--- src/rtl/mkrs_pkg.sv ---
package mkrs_pkg;

  localparam int BATCH_ROWS_DEFAULT = 64;
  localparam int MAX_KEYS = 4;
  localparam int KEY_FIELDS = 4;
  localparam int KEY_W = 32;
  localparam int REF_W = 16;
  localparam int KEY_COUNT_W = 3;
  localparam int DESC_MASK_W = 4;
  localparam int APB_ADDR_W = 3;
  localparam int APB_DATA_W = 32;

  // Register indexes, taken from paddr[2].
  localparam logic REG_KEY_COUNT = 1'b0;
  localparam logic REG_DESC_MASK = 1'b1;

  typedef struct packed {
    logic [KEY_FIELDS-1:0][KEY_W-1:0] keys;
    logic [REF_W-1:0]                 row_ref;
  } row_t;

  typedef enum logic [1:0] {
    OP_HOLD,
    OP_SHIFT,
    OP_SORT
  } cell_op_t;

  typedef struct packed {
    cell_op_t               op;
    logic                   phase;
    logic [KEY_COUNT_W-1:0] nkeys;
    logic [DESC_MASK_W-1:0] desc_mask;
  } cell_ctrl_t;

  typedef enum logic [1:0] {
    ST_LOAD,
    ST_SORT,
    ST_DRAIN
  } sorter_state_t;

  // True when row x must be placed strictly after row y.
  function automatic logic row_after(row_t x, row_t y, logic [KEY_COUNT_W-1:0] nkeys,
                                     logic [DESC_MASK_W-1:0] desc_mask);
    logic result;
    logic decided;
    result  = 1'b0;
    decided = 1'b0;
    for (int k = 0; k < KEY_FIELDS; k++) begin
      if (!decided && (nkeys > KEY_COUNT_W'(k)) && (x.keys[k] != y.keys[k])) begin
        result  = (x.keys[k] > y.keys[k]) ^ desc_mask[k];
        decided = 1'b1;
      end
    end
    return result;
  endfunction

endpackage

--- src/rtl/mkrs_cell.sv ---
module mkrs_cell
  import mkrs_pkg::*;
(
  input  logic       clk,
  input  logic       rst,
  input  cell_ctrl_t ctrl,
  input  logic       odd_pos,
  input  row_t       lo_row,
  input  logic       lo_valid,
  input  logic       lo_swap,
  input  row_t       up_row,
  input  logic       up_valid,
  output row_t       row,
  output logic       valid,
  output logic       swap
);

  logic lower_active;

  // In a sort phase this cell is the lower member of a pair when its position
  // parity matches the phase; otherwise it is the upper member.
  always_comb begin
    lower_active = (ctrl.op == OP_SORT) && (odd_pos == ctrl.phase);
    swap = lower_active && valid && up_valid &&
           row_after(up_row, row, ctrl.nkeys, ctrl.desc_mask);
  end

  always_ff @(posedge clk) begin
    if (rst) begin
      valid <= 1'b0;
    end else if (ctrl.op == OP_SHIFT) begin
      valid <= lo_valid;
    end
  end

  always_ff @(posedge clk) begin
    case (ctrl.op)
      OP_SHIFT: begin
        row <= lo_row;
      end
      OP_SORT: begin
        if (swap) begin
          row <= up_row;
        end else if (!lower_active && lo_swap) begin
          row <= lo_row;
        end
      end
      default: begin
        row <= row;
      end
    endcase
  end

endmodule
--- config.mk ---
export PLATFORM = sky130hd
export DESIGN_NAME = mkrs_cell
export DESIGN_NICKNAME = d
export VERILOG_FILES = /design/src/rtl/mkrs_pkg.sv /design/src/rtl/mkrs_cell.sv
export SDC_FILE = /design/constraint.sdc
export NUM_CORES = 1
export LEC_CHECK = 0
export ABC_AREA = 1
export BUFFER_PORTS_ARGS = -buffer_cell sky130_fd_sc_hd__buf_2
export CORE_AREA = 2 2 174 176
export CTS_CLUSTER_SIZE = 40
export DETAILED_ROUTE_END_ITERATION = 10
export DIE_AREA = 0 0 176 178
export SYNTH_ARGS = -nofsm -noshare
export SYNTH_HDL_FRONTEND = slang
export SYNTH_SLANG_ARGS = --single-unit
--- constraint.sdc ---
create_clock -name clk -period 7.3 [get_ports clk]
set_clock_uncertainty 0.1 [all_clocks]
set_input_delay 1.095 -clock clk [delete_from_list [all_inputs] [get_ports clk]]
set_output_delay 1.095 -clock clk [all_outputs]
set_load 0.01 [all_outputs]
==> impl_results.md, run 1 <==
- CP Class: in -> out
- EDFF count, synth: 144
- Mean Syn Cell Area: 8.24 um2
- Net Count, Synth: about 1700
- Min cycle time layout: 5.59 ns
- DRT iter0 DRCs: about 490
- Prevailing post-synth register cell: edfxtp_1
- Slew headroom: 0.287
- Die W: ~180 um
- Worst Tran Pin Value: between 1 and 1.5 ns
- Initial Util: 0.343
- DRC errors left: 0
- Initial antenna violation count: 6
- Routed Antenna Nets: 0
- Final setup viols: 0
- Final nets: 2085
- Number of distinct library cells after synthesis: 31
- Row cnt: 63
- PD cells: between 150 and 200 mW/mm2
- Routed wire length: 33200 um
- Layout cells sized above 1: 0.295
- Final period utilization: 0.766
- Pin count of the biggest net entering global routing: 78
- Max Freq: around 180 MHz
- First-pass DRT Iterations: 5
- HP Class: reg -> reg
- CTS tree: built
- Core Util, Final: 0.451
- First-pass GRT wire length: 50300 um
- CP Launch Type: primary input
- Die height: around 180 um
- Dpl hpwl: 25300 um
- Max-cap violations: 0
- Req. time, crit path: 6.11 ns
- Final hold slack: 0.452 ns
- Gr usage total: 0.208
- Synthesis-to-layout area growth: 31.6%
- H-tree Lvls: 4
- Hold path depth: 2
- Layout fillers: roughly 3000
- Full die area: approximately 0.031 mm2
- Asr flop ratio synth: 0
- Data arrival, critical path: around 4.4 ns
- FF-to-FF setup slack: about 2.3 ns
- Reg2reg end: row[85]
- Worst r2r src: row[47]
- Total congestion overflow: 0
- Critical path peak fanout: 75
- Static Leak: 7.18 nW
- DR vias: 9744
- Vias/cell: roughly 4.7
- Core footprint: 0.0294 mm2
- Sink Count: between 100 and 150
- Drt wl/cell: approximately 16 um
- Fin. max-slew vios: 0
- Hold endpoint: valid
- GP Congestion: 0.877
- Ports: 450
- FF+latch count, synth: 145
- Worst VDD drop: roughly 0.00012 V
- Setup bufs post-CTS: 0
- IO buf count: ~450
- CP endpoint kind: output pin
- TritonCTS Buffers: 17
- Vias in the first global route: 9655
- Final hold violation count: 0
- Post-synthesis cell area: 0.0101 mm2
- Post-CTS sizing: 0
- Worst-path clk slew: 0.06 ns
- Max Root-Sink Buffers: 2
- CTS root buf: clkbuf_16
- Launch point of the worst hold path: valid
- Status: finished clean
- Synthesized netlist cell count: between 1000 and 1500
- Ys Warns: 0
- RSZ-0062 raised after global routing: no
- Hold bufs inserted after CTS: 0
- Worst R2R Path Depth: 17
- Clock latency on the worst-skew pair: 0.43 ns
- Post-synthesis sequential area ratio: 0.431
- Setup tns final: 0 ns
==> registers in the layout (all words and copies together), names as in the netlist <==
signal and count:
row 144, valid 1
==> worst max-delay path by stage <==
stage	start	endpoint	slack [ns]	cells after the start
floorplan	up_row[47]	row[0]	1.51	17
global placement	up_row[47]	row[8]	1.48	17
detailed placement	up_row[47]	row[91]	1.46	17
CTS	up_row[79]	swap	1.63	14
global route	up_row[39]	swap	1.22	17
finish	up_row[143]	swap	1.71	16
==> cells by family after synthesis <==
logic type               count (synthesis)  synth area share
AND/OR/NAND/NOR                        649             0.269
buffers and inverters                  212            0.0900
flip-flops                             145             0.431
adder cells (fa/ha/maj)                130             0.161
AO/OA/AOI/OAI                           85            0.0467
XOR/XNOR                                 1          0.000869
multiplexers                             1          0.000993
==> worst max-delay path, cell delays in order <==
cell,delay [ns]
buf_2,0.11
ha_1,0.29
nand2_1,0.07
nor2_1,0.14
nand2_1,0.10
nor3b_1,0.27
nand3b_1,0.17
nand2_1,0.09
nor2_1,0.04
nand3_1,0.10
nand3_1,0.16
nand2_1,0.14
nand2_4,0.42
nand2_4,0.87
inv_1,0.07
buf_2,0.17
==> cell type report <==
class	instances	area, um2	area share
antenna	6	15.0	0.00113
clock inverter	13	215	0.0162
multi-input combinational	866	4850	0.366
timing repair buffer	455	2290	0.173
inverter	166	623	0.0470
clock buffer	18	429	0.0324
tap	390	488	0.0368
sequential	145	4340	0.328
==> layer usage <==
layer | up-vias | global-route usage | share of wire
li1 | 4903 | - | -
met1 | 4454 | 0.241 | 0.40
met2 | 359 | 0.372 | 0.51
met3 | 26 | 0.0548 | 0.075
met4 | 2 | 0.0678 | 0.016
met5 | - | 0 | 0.00039
==> Yosys cell counts, drive strengths merged, types with 2 or more instances <==
| master | instances | area share |
|---|---|---|
| inv | 166 | 0.062 |
| o211ai | 2 | 0.0015 |
| clkbuf | 17 | 0.0063 |
| a21o | 5 | 0.0037 |
| buf | 29 | 0.022 |
| nor3 | 5 | 0.0025 |
| nand4 | 13 | 0.0081 |
| nor2 | 42 | 0.017 |
| a21oi | 59 | 0.030 |
| o21ai | 11 | 0.0058 |
| edfxtp | 144 | 0.43 |
| nand3b | 3 | 0.0022 |
| ha | 130 | 0.16 |
| o21a | 7 | 0.0052 |
| nand2 | 427 | 0.16 |
| nand3 | 157 | 0.078 |
==> where the power goes <==
| group | internal (mW) | leakage, nW | switching (mW) |
|---|---|---|---|
| logic | 0.219 | 5.48 | 0.344 |
| clock network | 0.635 | 0.308 | 0.371 |
| registers | 1.01 | 1.39 | 0.0353 |
==> per-stage QoR <==
| stage | instances | area, um2 | power [mW] | worst slack (ns) |
|---|---|---|---|---|
| global route | 2058 | 13300 | 2.75 | 1.22 |
| finish | 2059 | 13300 | 2.61 | 1.71 |
| CTS | 2053 | 13200 | 2.64 | 1.63 |
| global placement | 2022 | 12600 | 1.62 | 1.48 |
| detailed placement | 2022 | 12600 | 1.63 | 1.46 |
| floorplan | 1223 | 10100 | 1.37 | 1.51 |
==> cells in the final DEF, fill, tap and decap left out, types with 7 or more instances in the layout <==
master     count
nand2_1      424
ha_1         130
edfxtp_1     144
a21oi_1       58
nand3_1      157
inv_1        165
nor2_1        38
buf_2        449
o21a_1         7
o21ai_0       10
clkbuf_16     17
nand4_1       13
Power figures use the tool's default switching activity.
==> run 2, diff against run 1 <==
--- a/config.mk
+++ b/config.mk
@@ -5,12 +5,12 @@
 export SDC_FILE = /design/constraint.sdc
 export NUM_CORES = 1
 export LEC_CHECK = 0
-export ABC_AREA = 1
+export ABC_AREA = 0
 export BUFFER_PORTS_ARGS = -buffer_cell sky130_fd_sc_hd__buf_2
-export CORE_AREA = 2 2 174 176
+export CORE_AREA = 2 2 175 177
 export CTS_CLUSTER_SIZE = 40
 export DETAILED_ROUTE_END_ITERATION = 10
-export DIE_AREA = 0 0 176 178
+export DIE_AREA = 0 0 177 179
 export SYNTH_ARGS = -nofsm -noshare
 export SYNTH_HDL_FRONTEND = slang
 export SYNTH_SLANG_ARGS = --single-unit
==> constraint.sdc (replaced) <==
create_clock -name clk -period 5.67 [get_ports clk]
set_clock_uncertainty 0.1 [all_clocks]
set_input_delay 0.8505 -clock clk [delete_from_list [all_inputs] [get_ports clk]]
set_output_delay 0.8505 -clock clk [all_outputs]
set_load 0.01 [all_outputs]
==> impl_results.md, run 2 <==
- RSZ-0062 raised after global routing: no (unchanged)
- Setup tns final: 0 ns (unchanged)
- Vias/cell: 4.73 (about the same)
- Most frequent cell after synthesis: edfxtp_1 (was nand2_1)
- Most frequent cells in the layout: buf_2 (449), edfxtp_1 (144), mux2_4 (138), inv_1 (133), ha_1 (130) (was buf_2 (449), nand2_1 (424), inv_1 (165), nand3_1 (157), edfxtp_1 (144))
- CP endpoint kind: output pin (unchanged)
- Status: finished clean (unchanged)
- Pin count of the biggest net entering global routing: 79 (was 78)
- Worst-path clk slew: 0.06 ns (about the same)
- Routed Antenna Nets: 0 (unchanged)
- Slew headroom: 0.637 (was 0.287)
- Post-synthesis sequential area ratio: 0.428 (was 0.431)
- Die height: 179 um (was 178 um)
- Row cnt: 64 (was 63)
- Net Count, Synth: 1220 (was 1657)
- Dpl hpwl: 24000 um (was 25300 um)
- Area leader, netlist: edfxtp_1 (unchanged)
- Initial antenna violation count: 6 (unchanged)
- Crit-path slowest cell: nor4_1 (was nand2_4)
- Final nets: 1678 (was 2085)
- Fin. max-slew vios: 0 (unchanged)
- Largest Register: row (unchanged)
- Critical path peak fanout: 6 (was 75)
- CTS root buf: clkbuf_16 (unchanged)
- Setup bufs post-CTS: 0 (unchanged)
- Routed wire length: 29400 um (was 33200 um)
- WP buf/inv: 2 (was 3)
- Gr usage total: 0.180 (was 0.208)
- Max reg flops: 144 (unchanged)
- Synthesized netlist cell count: 786 (was 1223)
- Final period utilization: 0.774
- Dpl cells: 1621 (was 2022)
- Post-CTS sizing: 0 (unchanged)
- DR vias: 7829 (was 9744)
- Simple logic cell fraction of the synthesized area: 0.0584 (was 0.269)
- Compound-gate portion of the synthesized area: 0.0635 (was 0.0467)
- Mux share of post-synthesis cell area: 0.212 (was 0.000993)
- Layout cells sized above 1: 0.510 (was 0.295)
- Full die area: 0.0317 mm2 (was 0.0313 mm2)
- FF+latch count, synth: 145 (unchanged)
- TritonCTS Buffers: 17 (unchanged)
- Hold bufs inserted after CTS: 0 (unchanged)
- Final hold violation count: 0 (unchanged)
- Total congestion overflow: 0 (unchanged)
- Most frequent CP cell: buf_2 (was nand2_1)
- Area of the multi-input gates: 0.00506 mm2 (was 0.00485 mm2)
- Core Util, Final: 0.446 (was 0.451)
- Synthesis-to-layout area growth: 31.7% (was 31.6%)
- Most instantiated cells after synthesis: edfxtp_1 (144), mux2_4 (138), inv_1 (133) (was nand2_1 (424), inv_1 (165), nand3_1 (157))
- Prevailing post-synth register cell: edfxtp_1 (unchanged)
- Final setup viols: 0 (unchanged)
- DRT iter0 DRCs: 296 (was 486)
- Static Leak: 6.60 nW (was 7.18 nW)
- Data arrival, critical path: 3.44 ns (was 4.40 ns)
- PD cells: 243 mW/mm2 (was 197 mW/mm2)
- Post-synthesis cell area: 0.0102 mm2 (was 0.0101 mm2)
- Max-cap violations: 0 (unchanged)
- Max Root-Sink Buffers: 2 (unchanged)
- First-pass GRT wire length: 43100 um (was 50300 um)
- Asr flop ratio synth: 0 (unchanged)
- Largest family of logic cells by synthesized area: multiplexers (was simple AND/OR/NAND/NOR gates)
- Initial Util: 0.338 (was 0.343)
- XOR/XNOR Fraction of Synth Area: 0.00345 (was 0.000869)
- CTS tree: built (unchanged)
- Slowest cell delay on critical path: 0.53 ns (was 0.87 ns)
- GP Congestion: 0.860 (was 0.877)
- Final cell count without fillers: 1656 (was 2059)
- Die W: 177 um (was 176 um)
- Critical path cell sequence: buf_2, ha_1, nand4_1, nor4_1, nand3_1, and3_1, nor3_1, a32oi_1, a31oi_4, buf_2 (was buf_2, ha_1, nand2_1, nor2_1, nand2_1, nor3b_1, nand3b_1, nand2_1, nor2_1, nand3_1, nand3_1, nand2_1, nand2_4, nand2_4, inv_1, buf_2)
- Worst Tran Pin Value: 0.545 ns (was 1.07 ns)
- Ports: 450 (unchanged)
- Adder-Cell Fraction of Synth Area: 0.160 (was 0.161)
- Core footprint: 0.0300 mm2 (was 0.0294 mm2)
- Mean Syn Cell Area: 12.9 um2 (was 8.24 um2)
- Sink Count: 145 (unchanged)
- Layout fillers: 2858 (was 3024)
- Clock latency on the worst-skew pair: 0.43 ns (about the same)
- IO buf count: 449 (unchanged)
- Min cycle time layout: ~4.4 ns
- H-tree Lvls: 4 (unchanged)
- Post-synth top area share: 0.426 (was 0.429)
- Reg area: 0.00434 mm2 (unchanged)
- Number of distinct library cells after synthesis: 43 (was 31)
- DRC errors left: 0 (unchanged)
- CP Class: in -> out (unchanged)
- CP delay by family, top: simple AND/OR/NAND/NOR gates (unchanged)
- Drt wl/cell: 17.7 um (was 16.1 um)
- Top Registers: row (144), valid (1) (unchanged)
- Ys Warns: 0 (unchanged)
- HP Class: reg -> reg (unchanged)
- EDFF count, synth: 144 (unchanged)
- First-pass DRT Iterations: 4 (was 5)
- Max Freq: 228 MHz
- Most area-consuming cells after synthesis: edfxtp_1 (43%), mux2_4 (20%), ha_1 (16%) (was edfxtp_1 (43%), ha_1 (16%), nand2_1 (16%))
- Worst VDD drop: 0.000149 V (was 0.000122 V)
- CP Launch Type: primary input (unchanged)
- Most common cell after layout, fill and taps aside: buf_2 (unchanged)
- Req. time, crit path: 4.72 ns (was 6.11 ns)
- Vias in the first global route: 7951 (was 9655)
- Power Total: 3.25 mW (was 2.61 mW)
==> run 2: cell count changes after synthesis, sizes merged, moves of 17 or more <==
cell | previous run | this run
mux2 | 0 | 144
clkbuf | 17 | 0
nand2 | 427 | 30
nor2 | 42 | 13
nand3 | 157 | 17
inv | 166 | 133
==> run 2: through the flow <==
stage / setup WS [ns] / area, um2 / hold slack, ns
after floorplan: 0.116 / 10200 / 0.439
after global routing: 1.05 / 13400 / 0.463
final: 1.28 / 13400 / 0.441
after global placement: 1.17 / 12700 / 0.429
after detailed placement: 1.12 / 12700 / 0.436
after CTS: 1.22 / 13400 / 0.446
==> run 2: logic make-up after synthesis <==
| logic type | after synthesis |
|---|---|
| buf+inv | 149 |
| xor+xnor | 4 |
| fa+ha+maj | 130 |
| simple gates | 111 |
| compound gates | 102 |
| flops | 145 |
| mux | 145 |
==> run 2: where the power goes <==
part / internal, mW / switching [mW]
clock: 0.743 / 0.494
sequential: 1.29 / 0.0442
combinational: 0.325 / 0.350
==> run 2: routing by layer <==
metal | global-route usage | wire (um)
met5 | 0 | 12
met4 | 0.0637 | 661
met3 | 0.0513 | 2230
met2 | 0.315 | 14600
met1 | 0.210 | 11900
==> run 2: worst min-delay path, cell delays in order (launching register included) <==
cell and delay [ns]:
dfxtp_1 0.33, mux2i_1 0.12, nor2_1 0.05
==> run 2: final timing paths <==
path	start	to	cells after the start	slack (ns)
setup / recovery	up_row[79]	swap	10	1.28
hold / removal	valid	valid	2	0.44
setup reg to reg	row[79]	row[0]	11	1.64
hold reg to reg	valid	valid	2	0.44
==> run 2: layout make-up <==
type / count / area share
clock inverter: 11 / 0.0113
timing repair buffer: 455 / 0.175
multi-input combinational: 492 / 0.378
clock buffer: 21 / 0.0359
inverter: 133 / 0.0373
tap: 396 / 0.0370
antenna: 3 / 0.000561
sequential: 145 / 0.325
==> run 3, diff against run 2 <==
==> constraint.sdc (replaced) <==
create_clock -name clk -period 3.6 [get_ports clk]
set_clock_uncertainty 0.1 [all_clocks]
set_input_delay 0.54 -clock clk [delete_from_list [all_inputs] [get_ports clk]]
set_output_delay 0.54 -clock clk [all_outputs]
set_load 0.01 [all_outputs]
==> impl_results.md, run 3 (synthesis results as in run 2) <==
- TritonCTS Buffers: 17 (unchanged)
- DRC errors left: 0 (unchanged)
- Pin count of the biggest net entering global routing: 27 (was 79)
- IO buf count: 449 (unchanged)
- Final hold slack: 0.199 ns (was 0.441 ns)
- Status: finished with violations (was finished clean)
- Worst Tran Pin Value: 0.585 ns (was 0.545 ns)
- WP buf/inv: 5 (was 2)
- First-pass DRT Iterations: 5 (was 4)
- Worst-path clk slew: 0.07 ns (was 0.06 ns)
- Worst VDD drop: 0.000273 V (was 0.000149 V)
- Total congestion overflow: 0 (unchanged)
- Initial Util: 0.338 (unchanged)
- Gr usage total: 0.191 (was 0.180)
- Critical path cell sequence: inv_1, ha_1, a21oi_1, o21ai_1, a2111o_1, a221oi_2, xnor2_2, a32oi_2, a31oi_4, buf_12, buf_4, buf_12, bufbuf_16, mux2_4 (was buf_2, ha_1, nand4_1, nor4_1, nand3_1, and3_1, nor3_1, a32oi_1, a31oi_4, buf_2)
- Ports: 450 (unchanged)
- Layout fillers: 2788 (was 2858)
- Static Leak: 7.30 nW (was 6.60 nW)
- First-pass GRT wire length: 45300 um (was 43100 um)
- Final nets: 1774 (was 1678)
- H-tree Lvls: 4 (unchanged)
- Critical path peak fanout: 7 (was 6)
- Most common cell after layout, fill and taps aside: buf_2 (unchanged)
- CTS root buf: clkbuf_16 (unchanged)
- Core footprint: 0.0300 mm2 (unchanged)
- Setup WS pre-CTS: -0.325 ns (was 1.12 ns)
- Max reg flops: 144 (unchanged)
- Max Root-Sink Buffers: 2 (unchanged)
- Die W: 177 um (unchanged)
- RSZ-0062 raised after global routing: yes (was no)
- Most frequent cells in the layout: buf_2 (448), edfxtp_1 (144), mux2_4 (138), inv_1 (130), ha_1 (118) (was buf_2 (449), edfxtp_1 (144), mux2_4 (138), inv_1 (133), ha_1 (130))
- Initial antenna violation count: 8 (was 6)
- DR vias: 8287 (was 7829)
- Largest Register: row (unchanged)
- Hold bufs inserted after CTS: 0 (unchanged)
- CTS tree: built (unchanged)
- Top Registers: row (144), valid (1) (unchanged)
- CP Class: reg -> reg (was in -> out)
- Min cycle time layout: around 3.7 ns
- Sink Count: 145 (unchanged)
- Dpl hpwl: 26000 um (was 24000 um)
- Slew headroom: 0.607 (was 0.637)
- HP Class: in -> reg (was reg -> reg)
- DRT iter0 DRCs: 402 (was 296)
- Max-cap violations: 0 (unchanged)
- PnR worst setup slack: -0.119 ns (was 1.28 ns)
- Final hold violation count: 0 (unchanged)
- Routed wire length: 33100 um (was 29400 um)
- Synthesis-to-layout area growth: 47.3% (was 31.7%)
- Full die area: 0.0317 mm2 (unchanged)
- Most frequent CP cell: buf_12 (was buf_2)
- Final period utilization: 1.03
- Crit-path slowest cell: a2111o_1 (was nor4_1)
- Data arrival, critical path: 3.81 ns (was 3.44 ns)
- Slowest cell delay on critical path: 0.52 ns (was 0.53 ns)
- Final setup viols: 127 (was 0)
- Fin. max-slew vios: 0 (unchanged)
- CP endpoint kind: flop (was output pin)
- Drt wl/cell: 18.9 um (was 17.7 um)
- PD cells: 358 mW/mm2 (was 243 mW/mm2)
- Vias/cell: 4.72 (was 4.73)
- GP Congestion: 0.829 (was 0.860)
- Clock latency on the worst-skew pair: 0.44 ns (was 0.43 ns)
- CP delay by family, top: compound AO/OA/AOI/OAI gates (was simple AND/OR/NAND/NOR gates)
- Routed Antenna Nets: 0 (unchanged)
- Layout cells sized above 1: 0.562 (was 0.510)
- Max Freq: approximately 270 MHz
- Die height: 179 um (unchanged)
- Req. time, crit path: 3.69 ns (was 4.72 ns)
- Row cnt: 64 (unchanged)
- Vias in the first global route: 8341 (was 7951)
- Failing checks: negative setup slack
- CP Launch Type: flop (was primary input)
==> run 3: area by class of cell <==
cell class                      count  area (um2)  share of cell area
Clock buffer                       17         425              0.0284
Clock inverter                     15         191              0.0128
Multi-Input combinational cell    492        5290               0.353
Inverter                          133         499              0.0333
Tap cell                          396         495              0.0331
Antenna cell                        7        17.5             0.00117
Sequential cell                   145        4340               0.290
Timing Repair Buffer              551        3710               0.248
==> run 3: repair_timing <==
item / 4_1_cts / 5_1_grt
setup buffers: 4 / 21
resized for setup: 15 / 43
setup endpoints to repair: 219 / 286
gates cloned: 2 / 19
pin swaps: 8 / 9
==> run 3: power breakdown <==
part           leakage (nW)  internal (mW)  switching, mW
sequential             1.40           2.04         0.0701
combinational          5.61          0.691          0.633
clock                 0.294           1.15          0.768
total                  7.30           3.88           1.47
==> run 3: routing by layer <==
metal  part of all wire  up-vias  routed length [um]  global-route usage
li1                   -     4017                   -                   -
met1               0.40     3906               13100               0.215
met2               0.51      318               16900               0.342
met3              0.072       42                2390              0.0577
met4              0.021        4                 689              0.0699
met5            0.00081        -                  27                   0
==> run 3: final timing paths <==
path            from      end  slack, ns  cells after the start
max reg2reg  row[85]  row[74]      -0.12                     14
max          row[85]  row[74]      -0.12                     14
min              rst    valid       0.20                      2
min reg2reg    valid    valid       0.45                      2
==> run 3: stage by stage <==
stage	utilization	instances	power, mW	instance area [um2]	TNS [ns]
detailed placement	0.446	1672	3.32	13400	-79.07
global placement	0.446	1672	3.30	13400	-73.00
CTS	0.471	1710	5.27	14100	-27.98
global route	0.499	1755	5.60	15000	-32.73
floorplan	-	786	2.72	10300	-106.86
finish	0.499	1756	5.35	15000	-7.70
